===== src/iec_pkg.sv =====
`timescale 1ns / 1ps

package iec_pkg;

    // Operation codes of an input word.
    localparam logic [1:0] OP_RECORD  = 2'd0;
    localparam logic [1:0] OP_FLUSH   = 2'd1;
    localparam logic [1:0] OP_CONNECT = 2'd2;

    // Wire record type bytes.
    localparam logic [7:0] KIND_KEY_REC   = 8'h4B;
    localparam logic [7:0] KIND_MOUSE_REC = 8'h4D;

    // Bit positions inside field_a of a mouse record.
    localparam int NUM_BTN_BITS = 10;
    localparam int BIT_WHEEL    = 10;
    localparam int BIT_HWHEEL   = 11;
    localparam int BIT_ABS      = 12;
    localparam int BIT_VDESK    = 13;

    // Modes of the held move.
    localparam logic [1:0] MODE_REL      = 2'd1;
    localparam logic [1:0] MODE_ABS      = 2'd2;
    localparam logic [1:0] MODE_ABS_DESK = 2'd3;

    // Result slots of one plan, emitted from the lowest set slot upward.
    localparam int NUM_MODS      = 8;
    localparam int SLOT_OLD_MOVE = 0;
    localparam int SLOT_NEW_MOVE = 1;
    localparam int SLOT_BTN0     = 2;
    localparam int SLOT_WHEEL    = SLOT_BTN0 + NUM_BTN_BITS;
    localparam int SLOT_HWHEEL   = SLOT_WHEEL + 1;
    localparam int SLOT_KEY      = SLOT_HWHEEL + 1;
    localparam int SLOT_MOD0     = SLOT_KEY + 1;
    localparam int NUM_SLOTS     = SLOT_MOD0 + NUM_MODS;
    localparam int SLOT_W        = $clog2(NUM_SLOTS);

    typedef enum logic [2:0] {
        EV_KEY,
        EV_REL_MOVE,
        EV_ABS_MOVE,
        EV_BUTTON,
        EV_WHEEL,
        EV_HWHEEL
    } t_event_kind;

    typedef struct packed {
        logic [1:0]         operation;
        logic [7:0]         record_kind;
        logic [15:0]        field_a;
        logic [15:0]        field_b;
        logic signed [15:0] delta_x;
        logic signed [15:0] delta_y;
    } t_item;

    typedef struct packed {
        logic [1:0]         mode;
        logic signed [31:0] x;
        logic signed [31:0] y;
    } t_move;

    // Everything one input word leaves to be emitted.
    typedef struct packed {
        logic [NUM_SLOTS-1:0] mask;
        t_move                old_mv;
        t_move                new_mv;
        logic [15:0]          scan;
        logic                 rel;
        logic                 ext;
        logic signed [15:0]   wheel;
    } t_plan;

    typedef struct packed {
        t_event_kind        event_kind;
        logic [15:0]        scan_code;
        logic               key_release;
        logic               key_extended;
        logic signed [31:0] pos_x;
        logic signed [31:0] pos_y;
        logic               virtual_desk;
        logic [2:0]         button_id;
        logic               button_press;
        logic signed [15:0] wheel_delta;
        logic               last_in_run;
    } t_result;

    // Scan codes of the modifier keys released on connect.
    function automatic logic [15:0] mod_scan(input logic [2:0] idx);
        logic [15:0] v;
        case (idx)
            3'd0:    v = 16'h002A;
            3'd1:    v = 16'h0036;
            3'd2:    v = 16'h001D;
            3'd3:    v = 16'h001D;
            3'd4:    v = 16'h0038;
            3'd5:    v = 16'h0038;
            3'd6:    v = 16'h005B;
            3'd7:    v = 16'h005C;
            default: v = 16'h0000;
        endcase
        return v;
    endfunction

    // Right-hand control and alt and both system keys use the extended prefix.
    function automatic logic mod_ext(input logic [2:0] idx);
        logic v;
        case (idx)
            3'd3, 3'd5, 3'd6, 3'd7: v = 1'b1;
            default:                v = 1'b0;
        endcase
        return v;
    endfunction

endpackage


===== src/iec_ifs.sv =====
`timescale 1ns / 1ps

// Channel carrying packed wire records into the block.
interface iec_in_if;
    logic               valid;
    logic               ready;
    logic [1:0]         operation;
    logic [7:0]         record_kind;
    logic [15:0]        field_a;
    logic [15:0]        field_b;
    logic signed [15:0] delta_x;
    logic signed [15:0] delta_y;

    modport source (
        output valid, operation, record_kind, field_a, field_b, delta_x, delta_y,
        input  ready
    );
    modport sink (
        input  valid, operation, record_kind, field_a, field_b, delta_x, delta_y,
        output ready
    );
endinterface

// Channel carrying single input events out of the block.
interface iec_out_if;
    logic               valid;
    logic               ready;
    logic [2:0]         event_kind;
    logic [15:0]        scan_code;
    logic               key_release;
    logic               key_extended;
    logic signed [31:0] pos_x;
    logic signed [31:0] pos_y;
    logic               virtual_desk;
    logic [2:0]         button_id;
    logic               button_press;
    logic signed [15:0] wheel_delta;
    logic               last_in_run;

    modport source (
        output valid, event_kind, scan_code, key_release, key_extended, pos_x, pos_y,
               virtual_desk, button_id, button_press, wheel_delta, last_in_run,
        input  ready
    );
    modport sink (
        input  valid, event_kind, scan_code, key_release, key_extended, pos_x, pos_y,
               virtual_desk, button_id, button_press, wheel_delta, last_in_run,
        output ready
    );
endinterface


===== src/iec_decode.sv =====
`timescale 1ns / 1ps

// Holds the trailing move and turns one input word into a plan of results.
module iec_decode (
    input  logic           i_clk,
    input  logic           i_rst_n,
    input  logic           i_take,
    input  iec_pkg::t_item i_item,
    output iec_pkg::t_plan o_plan
);
    import iec_pkg::*;

    logic               r_held_valid, n_held_valid;
    logic [1:0]         r_held_mode, n_held_mode;
    logic signed [31:0] r_held_x, n_held_x;
    logic signed [31:0] r_held_y, n_held_y;

    logic [31:0] sext_x, sext_y;
    logic [31:0] abs_x, abs_y;
    logic [1:0]  abs_mode;
    logic        has_step;

    // Add a 16-bit step to a 32-bit sum, clamping at the 32-bit limits.
    function automatic logic signed [31:0] sat_add(input logic signed [31:0] a,
                                                   input logic signed [15:0] d);
        logic [32:0] s;
        logic [31:0] r;
        s = {a[31], a} + {{17{d[15]}}, d};
        if (s[32] != s[31]) begin
            r = s[32] ? 32'h8000_0000 : 32'h7FFF_FFFF;
        end else begin
            r = s[31:0];
        end
        return r;
    endfunction

    assign sext_x   = {{16{i_item.delta_x[15]}}, i_item.delta_x};
    assign sext_y   = {{16{i_item.delta_y[15]}}, i_item.delta_y};
    assign abs_x    = {16'h0000, i_item.delta_x};
    assign abs_y    = {16'h0000, i_item.delta_y};
    assign abs_mode = i_item.field_a[BIT_VDESK] ? MODE_ABS_DESK : MODE_ABS;
    assign has_step = (i_item.delta_x != 16'sd0) || (i_item.delta_y != 16'sd0);

    // Next held move and the results this word causes.
    always_comb begin
        n_held_valid = r_held_valid;
        n_held_mode  = r_held_mode;
        n_held_x     = r_held_x;
        n_held_y     = r_held_y;
        o_plan       = '0;
        o_plan.old_mv = '{mode: r_held_mode, x: r_held_x, y: r_held_y};

        case (i_item.operation)
            OP_RECORD: begin
                if (i_item.record_kind == KIND_KEY_REC) begin
                    o_plan.mask[SLOT_OLD_MOVE] = r_held_valid;
                    o_plan.mask[SLOT_KEY]      = 1'b1;
                    o_plan.scan = i_item.field_a;
                    o_plan.rel  = i_item.field_b[0];
                    o_plan.ext  = i_item.field_b[1];
                    n_held_valid = 1'b0;
                end else if (i_item.record_kind == KIND_MOUSE_REC) begin
                    // The move part: replace, add into, or flush and start over.
                    if (i_item.field_a[BIT_ABS]) begin
                        if (!(r_held_valid && r_held_mode == abs_mode)) begin
                            o_plan.mask[SLOT_OLD_MOVE] = r_held_valid;
                        end
                        n_held_valid = 1'b1;
                        n_held_mode  = abs_mode;
                        n_held_x     = abs_x;
                        n_held_y     = abs_y;
                    end else if (has_step) begin
                        if (r_held_valid && r_held_mode == MODE_REL) begin
                            n_held_x = sat_add(r_held_x, i_item.delta_x);
                            n_held_y = sat_add(r_held_y, i_item.delta_y);
                        end else begin
                            o_plan.mask[SLOT_OLD_MOVE] = r_held_valid;
                            n_held_valid = 1'b1;
                            n_held_mode  = MODE_REL;
                            n_held_x     = sext_x;
                            n_held_y     = sext_y;
                        end
                    end
                    o_plan.new_mv = '{mode: n_held_mode, x: n_held_x, y: n_held_y};
                    // Buttons or wheels flush the move that is now held.
                    if (i_item.field_a[BIT_HWHEEL:0] != '0) begin
                        o_plan.mask[SLOT_NEW_MOVE] = n_held_valid;
                        o_plan.mask[SLOT_BTN0 +: NUM_BTN_BITS] =
                            i_item.field_a[NUM_BTN_BITS-1:0];
                        o_plan.mask[SLOT_WHEEL]  = i_item.field_a[BIT_WHEEL];
                        o_plan.mask[SLOT_HWHEEL] = i_item.field_a[BIT_HWHEEL];
                        o_plan.wheel = i_item.field_b;
                        n_held_valid = 1'b0;
                    end
                end
            end
            OP_FLUSH: begin
                o_plan.mask[SLOT_OLD_MOVE] = r_held_valid;
                n_held_valid = 1'b0;
            end
            OP_CONNECT: begin
                o_plan.mask[SLOT_MOD0 +: NUM_MODS] = '1;
                n_held_valid = 1'b0;
            end
            default: begin
            end
        endcase
    end

    // Held move register, updated once per accepted word.
    always_ff @(posedge i_clk) begin
        if (!i_rst_n) begin
            r_held_valid <= 1'b0;
            r_held_mode  <= 2'd0;
            r_held_x     <= '0;
            r_held_y     <= '0;
        end else if (i_take) begin
            r_held_valid <= n_held_valid;
            r_held_mode  <= n_held_mode;
            r_held_x     <= n_held_x;
            r_held_y     <= n_held_y;
        end
    end

endmodule


===== src/iec_emit.sv =====
`timescale 1ns / 1ps

// Walks the pending slots of a plan and registers one result word per cycle while the output is not stalled.
module iec_emit (
    input  logic             i_clk,
    input  logic             i_rst_n,
    input  logic             i_load,
    input  iec_pkg::t_plan   i_plan,
    input  logic             i_out_ready,
    output logic             o_can_load,
    output logic             o_out_valid,
    output iec_pkg::t_result o_out
);
    import iec_pkg::*;

    logic [NUM_SLOTS-1:0] r_mask;
    t_plan                r_plan;
    logic                 r_out_valid;
    t_result              r_out;

    logic [NUM_SLOTS-1:0] lowest;
    logic [NUM_SLOTS-1:0] rest;
    logic [SLOT_W-1:0]    sel;
    logic [SLOT_W-1:0]    btn_bit;
    logic [SLOT_W-1:0]    mod_idx;
    logic                 issue;
    t_move                mv;
    t_result              n_out;

    // Lowest pending slot and what remains after it.
    assign lowest = r_mask & (~r_mask + 1'b1);
    assign rest   = r_mask & ~lowest;
    assign issue  = (r_mask != '0) && (!r_out_valid || i_out_ready);
    assign o_can_load = (r_mask == '0) || (issue && rest == '0);

    always_comb begin
        sel = '0;
        for (int i = 0; i < NUM_SLOTS; i++) begin
            if (lowest[i]) begin
                sel = sel | SLOT_W'(i);
            end
        end
    end

    assign btn_bit = sel - SLOT_W'(SLOT_BTN0);
    assign mod_idx = sel - SLOT_W'(SLOT_MOD0);
    assign mv      = (sel == SLOT_W'(SLOT_OLD_MOVE)) ? r_plan.old_mv : r_plan.new_mv;

    // Build the result word for the selected slot.
    always_comb begin
        n_out = '0;
        n_out.last_in_run = (rest == '0);
        case (sel) inside
            SLOT_W'(SLOT_OLD_MOVE), SLOT_W'(SLOT_NEW_MOVE): begin
                n_out.event_kind   = (mv.mode == MODE_REL) ? EV_REL_MOVE : EV_ABS_MOVE;
                n_out.pos_x        = mv.x;
                n_out.pos_y        = mv.y;
                n_out.virtual_desk = (mv.mode == MODE_ABS_DESK);
            end
            [SLOT_W'(SLOT_BTN0):SLOT_W'(SLOT_WHEEL - 1)]: begin
                n_out.event_kind   = EV_BUTTON;
                n_out.button_id    = btn_bit[3:1];
                n_out.button_press = ~btn_bit[0];
            end
            SLOT_W'(SLOT_WHEEL): begin
                n_out.event_kind  = EV_WHEEL;
                n_out.wheel_delta = r_plan.wheel;
            end
            SLOT_W'(SLOT_HWHEEL): begin
                n_out.event_kind  = EV_HWHEEL;
                n_out.wheel_delta = r_plan.wheel;
            end
            SLOT_W'(SLOT_KEY): begin
                n_out.event_kind   = EV_KEY;
                n_out.scan_code    = r_plan.scan;
                n_out.key_release  = r_plan.rel;
                n_out.key_extended = r_plan.ext;
            end
            [SLOT_W'(SLOT_MOD0):SLOT_W'(NUM_SLOTS - 1)]: begin
                n_out.event_kind   = EV_KEY;
                n_out.scan_code    = mod_scan(mod_idx[2:0]);
                n_out.key_release  = 1'b1;
                n_out.key_extended = mod_ext(mod_idx[2:0]);
            end
            default: begin
            end
        endcase
    end

    // Pending slots: a new plan replaces the finished one, else one slot retires.
    always_ff @(posedge i_clk) begin
        if (!i_rst_n) begin
            r_mask <= '0;
        end else if (i_load) begin
            r_mask <= i_plan.mask;
        end else if (issue) begin
            r_mask <= rest;
        end
    end

    always_ff @(posedge i_clk) begin
        if (i_load) begin
            r_plan <= i_plan;
        end
    end

    // Output register.
    always_ff @(posedge i_clk) begin
        if (!i_rst_n) begin
            r_out_valid <= 1'b0;
        end else if (issue) begin
            r_out_valid <= 1'b1;
        end else if (i_out_ready) begin
            r_out_valid <= 1'b0;
        end
    end

    always_ff @(posedge i_clk) begin
        if (issue) begin
            r_out <= n_out;
        end
    end

    assign o_out_valid = r_out_valid;
    assign o_out       = r_out;

`ifndef ASSERT_OFF
    a_lowest_onehot : assert property (@(posedge i_clk) disable iff (!i_rst_n)
        r_mask != '0 |-> $onehot(lowest))
        else $error("pending slot pick is not one-hot");

    a_load_allowed : assert property (@(posedge i_clk) disable iff (!i_rst_n)
        i_load |-> o_can_load)
        else $error("plan loaded over unfinished results");

    a_last_marked : assert property (@(posedge i_clk) disable iff (!i_rst_n)
        issue && rest == '0 |=> r_out_valid && r_out.last_in_run)
        else $error("final result of a word not marked last");

    a_key_vs_mods : assert property (@(posedge i_clk) disable iff (!i_rst_n)
        r_mask[SLOT_KEY] |-> r_mask[SLOT_MOD0 +: NUM_MODS] == '0)
        else $error("key word and connect releases mixed in one plan");
`endif

endmodule


===== src/input_event_coalescer.sv =====
`timescale 1ns / 1ps
// A taken word's plan is registered in the emit block, and its first result then in the output register.
// Throughput: one result per cycle while the consumer does not stall the single output register;
// a word yields at most 14 results, or none.
// The next word is taken in the cycle its predecessor's last result is registered.
// Reset: i_rst_n low at a clock edge drops the held move, pending results and the output word.

module input_event_coalescer (
    input  logic             i_clk,
    input  logic             i_rst_n,
    iec_in_if.sink           i_in,
    iec_out_if.source        o_out
);
    import iec_pkg::*;

    t_item   item;
    t_plan   plan;
    t_result out_word;
    logic    can_load;
    logic    take;
    logic    out_valid;

    // Gather the input word.
    assign item = '{operation:   i_in.operation,
                    record_kind: i_in.record_kind,
                    field_a:     i_in.field_a,
                    field_b:     i_in.field_b,
                    delta_x:     i_in.delta_x,
                    delta_y:     i_in.delta_y};

    assign i_in.ready = can_load;
    assign take       = i_in.valid && can_load;

    iec_decode u_decode (
        .i_clk   (i_clk),
        .i_rst_n (i_rst_n),
        .i_take  (take),
        .i_item  (item),
        .o_plan  (plan)
    );

    iec_emit u_emit (
        .i_clk       (i_clk),
        .i_rst_n     (i_rst_n),
        .i_load      (take),
        .i_plan      (plan),
        .i_out_ready (o_out.ready),
        .o_can_load  (can_load),
        .o_out_valid (out_valid),
        .o_out       (out_word)
    );

    // Drive the output channel.
    assign o_out.valid        = out_valid;
    assign o_out.event_kind   = out_word.event_kind;
    assign o_out.scan_code    = out_word.scan_code;
    assign o_out.key_release  = out_word.key_release;
    assign o_out.key_extended = out_word.key_extended;
    assign o_out.pos_x        = out_word.pos_x;
    assign o_out.pos_y        = out_word.pos_y;
    assign o_out.virtual_desk = out_word.virtual_desk;
    assign o_out.button_id    = out_word.button_id;
    assign o_out.button_press = out_word.button_press;
    assign o_out.wheel_delta  = out_word.wheel_delta;
    assign o_out.last_in_run  = out_word.last_in_run;

endmodule

===== src/flat_wrapper.sv =====
// flat-port wrapper written by rule: the top's interface ports become plain ports
module input_event_coalescer_flat import iec_pkg::*;
  (i_clk, i_rst_n, i_in_valid, i_in_operation, i_in_record_kind, i_in_field_a, i_in_field_b, i_in_delta_x, i_in_delta_y, i_in_ready, o_out_valid, o_out_event_kind, o_out_scan_code, o_out_key_release, o_out_key_extended, o_out_pos_x, o_out_pos_y, o_out_virtual_desk, o_out_button_id, o_out_button_press, o_out_wheel_delta, o_out_last_in_run, o_out_ready);
  iec_in_if i_in_i ();
  iec_out_if o_out_i ();
  input  logic i_clk;
  input  logic i_rst_n;
  input wire logic [$bits(i_in_i.valid)-1:0] i_in_valid;
  input wire logic [$bits(i_in_i.operation)-1:0] i_in_operation;
  input wire logic [$bits(i_in_i.record_kind)-1:0] i_in_record_kind;
  input wire logic [$bits(i_in_i.field_a)-1:0] i_in_field_a;
  input wire logic [$bits(i_in_i.field_b)-1:0] i_in_field_b;
  input wire logic [$bits(i_in_i.delta_x)-1:0] i_in_delta_x;
  input wire logic [$bits(i_in_i.delta_y)-1:0] i_in_delta_y;
  output wire logic [$bits(i_in_i.ready)-1:0] i_in_ready;
  output wire logic [$bits(o_out_i.valid)-1:0] o_out_valid;
  output wire logic [$bits(o_out_i.event_kind)-1:0] o_out_event_kind;
  output wire logic [$bits(o_out_i.scan_code)-1:0] o_out_scan_code;
  output wire logic [$bits(o_out_i.key_release)-1:0] o_out_key_release;
  output wire logic [$bits(o_out_i.key_extended)-1:0] o_out_key_extended;
  output wire logic [$bits(o_out_i.pos_x)-1:0] o_out_pos_x;
  output wire logic [$bits(o_out_i.pos_y)-1:0] o_out_pos_y;
  output wire logic [$bits(o_out_i.virtual_desk)-1:0] o_out_virtual_desk;
  output wire logic [$bits(o_out_i.button_id)-1:0] o_out_button_id;
  output wire logic [$bits(o_out_i.button_press)-1:0] o_out_button_press;
  output wire logic [$bits(o_out_i.wheel_delta)-1:0] o_out_wheel_delta;
  output wire logic [$bits(o_out_i.last_in_run)-1:0] o_out_last_in_run;
  input wire logic [$bits(o_out_i.ready)-1:0] o_out_ready;
  assign i_in_i.valid = i_in_valid;
  assign i_in_i.operation = i_in_operation;
  assign i_in_i.record_kind = i_in_record_kind;
  assign i_in_i.field_a = i_in_field_a;
  assign i_in_i.field_b = i_in_field_b;
  assign i_in_i.delta_x = i_in_delta_x;
  assign i_in_i.delta_y = i_in_delta_y;
  assign i_in_ready = i_in_i.ready;
  assign o_out_valid = o_out_i.valid;
  assign o_out_event_kind = o_out_i.event_kind;
  assign o_out_scan_code = o_out_i.scan_code;
  assign o_out_key_release = o_out_i.key_release;
  assign o_out_key_extended = o_out_i.key_extended;
  assign o_out_pos_x = o_out_i.pos_x;
  assign o_out_pos_y = o_out_i.pos_y;
  assign o_out_virtual_desk = o_out_i.virtual_desk;
  assign o_out_button_id = o_out_i.button_id;
  assign o_out_button_press = o_out_i.button_press;
  assign o_out_wheel_delta = o_out_i.wheel_delta;
  assign o_out_last_in_run = o_out_i.last_in_run;
  assign o_out_i.ready = o_out_ready;
  input_event_coalescer u_core (.i_clk(i_clk), .i_rst_n(i_rst_n), .i_in(i_in_i), .o_out(o_out_i));
endmodule

===== config.mk =====
export PLATFORM = sky130hd
export DESIGN_NAME = input_event_coalescer_flat
export DESIGN_NICKNAME = d
export VERILOG_FILES = /design/src/iec_pkg.sv /design/src/iec_ifs.sv /design/src/iec_decode.sv /design/src/iec_emit.sv /design/src/input_event_coalescer.sv /design/src/flat_wrapper.sv
export SDC_FILE = /design/constraint.sdc
export NUM_CORES = 1
export LEC_CHECK = 0
export BUFFER_PORTS_ARGS = -buffer_cell sky130_fd_sc_hd__buf_2
export CELL_PAD_IN_SITES_DETAIL_PLACEMENT = 0
export CELL_PAD_IN_SITES_GLOBAL_PLACEMENT = 2
export CORE_MARGIN = 3
export CORE_UTILIZATION = 39
export DETAILED_ROUTE_END_ITERATION = 8
export PLACE_DENSITY = 0.85
export SLEW_MARGIN = 15
export SYNTH_ARGS = -nofsm -noshare
export SYNTH_HDL_FRONTEND = slang
export SYNTH_HIERARCHICAL = 1
export SYNTH_SLANG_ARGS = --single-unit

===== constraint.sdc =====
create_clock -name i_clk -period 9.2 [get_ports i_clk]
set_input_delay 2.3 -clock i_clk [delete_from_list [all_inputs] [get_ports i_clk]]
set_output_delay 2.3 -clock i_clk [all_outputs]
set_load 0.01 [all_outputs]

* Word-level counts from Yosys, hierarchy flattened *
Memories as Yosys holds them, arrays and structs flattened.
Index checks and enable logic that the tools add are counted.

cells by class
  eq/ne operators = 19
  $add $sub $neg = 5
  reductions and logical operators = 33
  magnitude comparators = 4
  bitwise gates (word level) = 10
  multiplexer cells = 70

operator list
  kind                                                                    number
  32-bit 2-to-1 mux                                                       10
  32-bit by 16-bit adder with 33-bit output                               2
  66-bit 2-to-1 mux                                                       1
  23-bit AND                                                              2
  23-bit zero test                                                        2
  23-bit 2-to-1 mux                                                       2
  23-bit NOT                                                              2
  18-bit 2-to-1 mux                                                       2
  5-bit 2-to-1 mux                                                        7
  16-bit 2-to-1 mux                                                       2
  4-bit 2-to-1 mux                                                        8
  16-bit nonzero test                                                     2
  14-bit 2-to-1 mux                                                       2
  13-bit 2-to-1 mux                                                       2
  3-bit 2-to-1 mux                                                        8
  23-bit by 1-bit adder with 23-bit output (second input constant)        1
  23-bit nonzero test                                                     1
  1-bit 2-to-1 mux                                                        17
  8-bit by 7-bit equality test with 1-bit output (second input constant)  2
  5-bit by 4-bit equality test with 1-bit output (second input constant)  3
  2-bit 2-to-1 mux                                                        6
  12-bit nonzero test                                                     1
  3-bit equality test (second input constant)                             3
  3-bit OR reduction                                                      3
  28 further kinds                                                        50

storage, ports and cells
  bits in read-only memories = 56
  output and inout port bits = 109
  word-level logic and storage cells = 169
  register bits = 364
  memories = 1
  bits of input ports = 78

memories
  memory           words  bits a word  rd ports  clocked after memory_dff  wr ports  line           source
  (no name shown)  8      7            1         0                         0         iec_pkg.sv:90  case (idx)

* Logic depth before layout (Yosys ltp) *
  word-level depth = 31
  depth in mapped cells = 19
  depth with buffers taken out = 18

* By module *
Netlist, hierarchy kept.

by module, submodules not included
  module                 cells an instance  area an instance (um^2)  instances  seq. area each (um^2)
  iec_emit               864                11,740.0                 1          8,678.3
  iec_decode             1,081              7,772.5                  1          1,341.3
  input_event_coalescer  1                  6.3                      1          0.0

* Least setup slack after synthesis *
Ideal clock, no wire load.

  kind = input to register
  start = input o_out_ready
  end = register u_core.u_decode.r_held_x[12]
  setup slack = 662 ps
  arrival time = 8,409 ps
  stages = 9
  data required time = 9,071 ps
  path buffers = 2
  setup time = 129 ps
  cell sequence = nand2b_1 > o2bb2ai_1 > and2_1 > nand2_1 > and2_1 > clkbuf_1 > clkbuf_1 > nand2_1 > o21ai_0

on the way
  cells in the longest elaborated chain, start to end = 6

ends and longest elaborated chain
  element                               line                         source
  start, declared                       flat_wrapper.sv:28           input wire logic [$bits(o_out_i.ready)-1:0] o_out_ready;
  1-bit logical OR                      iec_emit.sv:33               assign issue = (r_mask != '0) && (!r_out_valid || i_out_ready);
  1-bit logical AND                     iec_emit.sv:33
  1-bit logical AND                     iec_emit.sv:34               assign o_can_load = (r_mask == '0) || (issue && rest == '0);
  1-bit logical OR                      iec_emit.sv:34
  net i_in_ready                        flat_wrapper.sv:15           output wire logic [$bits(i_in_i.ready)-1:0] i_in_ready;
  1-bit logical AND                     input_event_coalescer.sv:32  assign take = i_in.valid && can_load;
  net u_core.take                       input_event_coalescer.sv:20  logic take;
  4-bit AND reduction (no source line)  --
  end signal, assigned                  iec_decode.sv:120            r_held_x <= n_held_x;
  end, declared                         iec_decode.sv:15             logic signed [31:0] r_held_x, n_held_x;

The timed path passes the listed nets, and every way through them passes these cells.
A chain may end at the register's enable or synchronous reset.

* Final worst setup path *
  start = input i_in_delta_y[15]
  end = register u_core.u_decode.r_held_y[11]

on the way
  cells in the longest elaborated chain, start to end = 6
  elaborated cells between the ends (all ways) = 9
  those cells by class = 1 x add/sub; 1 x eq/ne; 5 x mux; 2 x reduce/logical

ends and longest elaborated chain
  element                                                    line                                source
  start, declared                                            flat_wrapper.sv:14                  input wire logic [$bits(i_in_i.delta_y)-1:0] i_in_delta_y;
  32-bit by 16-bit adder with 33-bit output                  iec_decode.sv:28                    s = {a[31], a} + {{17{d[15]}}, d};
  32-bit 2-to-1 mux / 1-bit != test (equally long branches)  iec_decode.sv:30, iec_decode.sv:29
  32-bit 2-to-1 mux                                          iec_decode.sv:29                    if (s[32] != s[31]) begin
  32-bit 2-to-1 mux                                          iec_decode.sv:73                    if (r_held_valid && r_held_mode == MODE_REL) begin
  32-bit 2-to-1 mux (*)                                      iec_decode.sv:72                    end else if (has_step) begin
  32-bit 2-to-1 mux (*)                                      iec_decode.sv:64                    if (i_item.field_a[BIT_ABS]) begin
  end signal, assigned                                       iec_decode.sv:121                   r_held_y <= n_held_y;
  end, declared                                              iec_decode.sv:16                    logic signed [31:0] r_held_y, n_held_y;

Every way passes the cells marked *; elsewhere a longest branch is shown, timed or not.

==> results.sh <==
export IMPL_grt_max_degree=76
export IMPL_synth_area_leaders="edfxtp_1 42%, dfxtp_1 9.3%, nand2_1 6.0%, ha_1 5.0%, a21oi_1 4.7%"
export IMPL_postCtsSetupBuffers=0
export IMPL_grt_pass1_wl_um=87400
export IMPL_gp_congestion=0.897
export IMPL_critPathMaxStageDelay_ps=610
export IMPL_antenna_found_initial=2
export IMPL_grt_pass1_vias=14900
export IMPL_ant_nets=0
export IMPL_die_h_um=230
export IMPL_drive_above_1_share_pct=15.5
export IMPL_synth_cell_type_count=100
export IMPL_most_common_layout_cells="311 x nand2_1, 273 x edfxtp_1, 186 x buf_2"
export IMPL_viasPerCell=5.61
export IMPL_core_sq_um=49200
export IMPL_timing_final_max_slew_violations=0
export IMPL_ys_seq_elements=364
export IMPL_nets=2248
export IMPL_power_w=0.00436
export IMPL_ctsHoldBuffers=0
export IMPL_die_width_um=230
export IMPL_worstHoldPathType="reg2reg"
export IMPL_worstPathBufferInverterCount=2
export IMPL_status="finished clean"
export IMPL_root_buffer="clkbuf_16"
export IMPL_start_kind="input port"
export IMPL_drv_cap=0
export IMPL_rsz0062_at_grt="false"
export IMPL_critPathKind="in2reg"
export IMPL_async_reset_ff_share_pct=0
export IMPL_cts_buffers=40
export IMPL_syn_to_final_growth_pct=14.2
export IMPL_final_min_clock_period_ps=6710
export IMPL_syn_cell_area_sq_um=19500
export IMPL_drc_errors=0
export IMPL_powerDensity_nw_per_um2=196
export IMPL_wirelength_um=56800
export IMPL_worstSkewPairLatency_ps=570
export IMPL_critPathArrivalTime_ps=7170
export IMPL_overflow=0
export IMPL_pre_cts_slack_ps=1960
export IMPL_setup_violations_final=0
export IMPL_htreeDepth=2
export IMPL_synth_top_area_share_pct=42.0
export IMPL_synth_edf_count=273
export IMPL_endpoint_kind="register"
export IMPL_cts_resized=0
export IMPL_fmax_mhz=149
export IMPL_worst_path_max_delay_cell="nor3_1"
export IMPL_worst_clock_skew_ps=14.4
export IMPL_io_buffers=186
export IMPL_cp_max_fo=21
export IMPL_worst_slack_ps=2490
export IMPL_whs_ps=496
export IMPL_clkSinkCount=364
export IMPL_cp_required_ps=9660
export IMPL_path_cells="buf_2 > ha_1 > nand4_1 > nor4_1 > nand3_1 > o311ai_1 > o41ai_1 > o21bai_1 > a21o_1 > xor2_1 > ha_1 > clkinv_1 > nand2_1 > nor3_1 > nand2_1 > o221ai_1 > o21ai_0 > and2_1"
export IMPL_crit_family="simple AND/OR/NAND/NOR gates"
export IMPL_p_leak_nw=8.72
export IMPL_hold_viol_final=0
export IMPL_die_area_sq_um=52800
export IMPL_syn_instance_count=1946
export IMPL_yosys_warnings=6
export IMPL_grt_usage_pct=20.9
export IMPL_layout_commonest_cell="nand2_1"
export IMPL_peakVddDrop_mv=0.113
export IMPL_min_period_over_period_pct=72.9
export IMPL_clk_pin_slew_ps=60
export IMPL_vias=15600
export IMPL_worstMarginPinSlew_ps=995
export IMPL_fin_tns_setup_ps=0
export IMPL_drt_iter0_drc=1155
export IMPL_io_pins=187
export IMPL_syn_area_per_cell_sq_um=10.0
export IMPL_yosys_area_top_type="edfxtp_1"
export IMPL_wl_per_cell_um=20.4
export IMPL_yosysSeqAreaShare_pct=51.3
export IMPL_ctsLongestPathBuffers=3
export IMPL_cts_tree="built"
export IMPL_synth_fp_nets=2104
export IMPL_synthFlopType="edfxtp_1"
export IMPL_hpwl_um=38800
export IMPL_maxSlewHeadroom_pct=33.2
export IMPL_drt_pass1_iterations=7
export IMPL_start_util_pct=39.7
export IMPL_rows=81
-- worst paths after layout --
check | from | to | slack, ps | cells after the start
worst max-delay path | i_in_delta_y[15] | u_core/u_decode/r_held_y[11] | 2490 | 18
worst min-delay path | u_core/u_decode/r_held_x[13] | u_core/u_emit/r_plan[145] | 500 | 0
worst max register to register | u_core/u_emit/r_mask[0] | u_core/u_decode/r_held_y[29] | 3450 | 12
worst min register to register | u_core/u_decode/r_held_x[13] | u_core/u_emit/r_plan[145] | 500 | 0
-- cell usage after synthesis (5+ instances only) --
cell	number
nand2_1	312
edfxtp_1	273
a21oi_1	184
nor2_1	122
o21ai_0	116
dfxtp_1	91
and2_1	86
ha_1	78
clkbuf_1	52
nor3_1	40
inv_1	37
and3_1	34
buf_2	31
xnor2_1	30
xor2_1	29
nand3_1	28
a21o_1	23
o211ai_1	21
a221o_1	19
nand4_1	18
nor2b_1	17
nor4_1	17
o221ai_1	17
o22ai_1	16
a211oi_1	14
nand2b_1	14
o31ai_1	13
a31oi_1	12
buf_1	12
o21a_1	11
o21bai_1	11
a22oi_1	8
buf_4	8
or3_1	8
a21boi_0	7
a22o_1	6
nor3b_1	6
or2_2	6
a2111oi_0	5
a211o_1	5
a221o_2	5
o41ai_1	5
-- layer usage --
metal | GRT usage [%] | routed length, um | vias to the layer above | part of all wire [%]
met5 | 0 | 13 | - | 0.023
met4 | 6.45 | 1560 | 2 | 2.7
met3 | 3.21 | 3380 | 85 | 5.9
met2 | 33.6 | 26000 | 462 | 46
met1 | 29.1 | 25900 | 7580 | 45
li1 | - | - | 7485 | -
-- cells by family (layout without fill, tap and decap cells) --
family / Yosys count / count (layout) / share of synthesized area [%]
simple gates: 743 / 743 / 18.7
compound gates: 548 / 548 / 18.5
flops: 364 / 364 / 51.3
buf+inv: 147 / 321 / 3.35
fa+ha+maj: 80 / 80 / 5.21
xor+xnor: 59 / 59 / 2.65
mux: 5 / 5 / 0.263
other cells: 0 / 1 / 0
-- state kept, by name, indices dropped and copies added, names as in the netlist --
signal                        flops
u_core/u_decode/r_held_mode       2
u_core/u_decode/r_held_valid      1
u_core/u_decode/r_held_x         32
u_core/u_decode/r_held_y         32
u_core/u_emit/o_out             107
u_core/u_emit/o_out_valid         1
u_core/u_emit/r_mask             23
u_core/u_emit/r_plan            166
-- metrics by stage --
step	cell area, sq um	util, %	instances
after global placement	21000	42.6	2712
final	22300	45.4	2785
after CTS	22300	45.3	2784
after global routing	22300	45.3	2784
after floorplan	19500	-	1946
after detailed placement	21000	42.6	2712
-- power breakdown --
| group | total, W | leakage [nW] | internal [W] | switching, W |
|---|---|---|---|---|
| Clock | 0.00163 | 0.633 | 0.000949 | 0.000680 |
| Sequential | 0.00202 | 3.50 | 0.00197 | 0.0000472 |
| Combinational | 0.000716 | 4.59 | 0.000202 | 0.000513 |
| Total | 0.00436 | 8.72 | 0.00312 | 0.00124 |
-- worst reg2reg max path, cell delays in order (launching register included) --
cell and delay, ps:
dfxtp_1 420, nor4_4 600, nand4_2 380, or4_1 650, a22oi_1 260, nand3_1 100, and4bb_2 350, o2bb2ai_1 150
and2_4 590, and2_1 710, nand2_2 390, nor3_1 820, a221o_1 270
-- layout make-up --
type                       instances  area (sq um)
tap                              664           831
timing repair buffer             210          1110
clock buffer                      52          1080
fill                            4658         26900
sequential                       364         10000
clock inverter                    20           249
multi-input combinational       1435          8850
antenna                            1          2.50
inverter                          39           151
No activity file was read; power rests on OpenSTA's default activity.
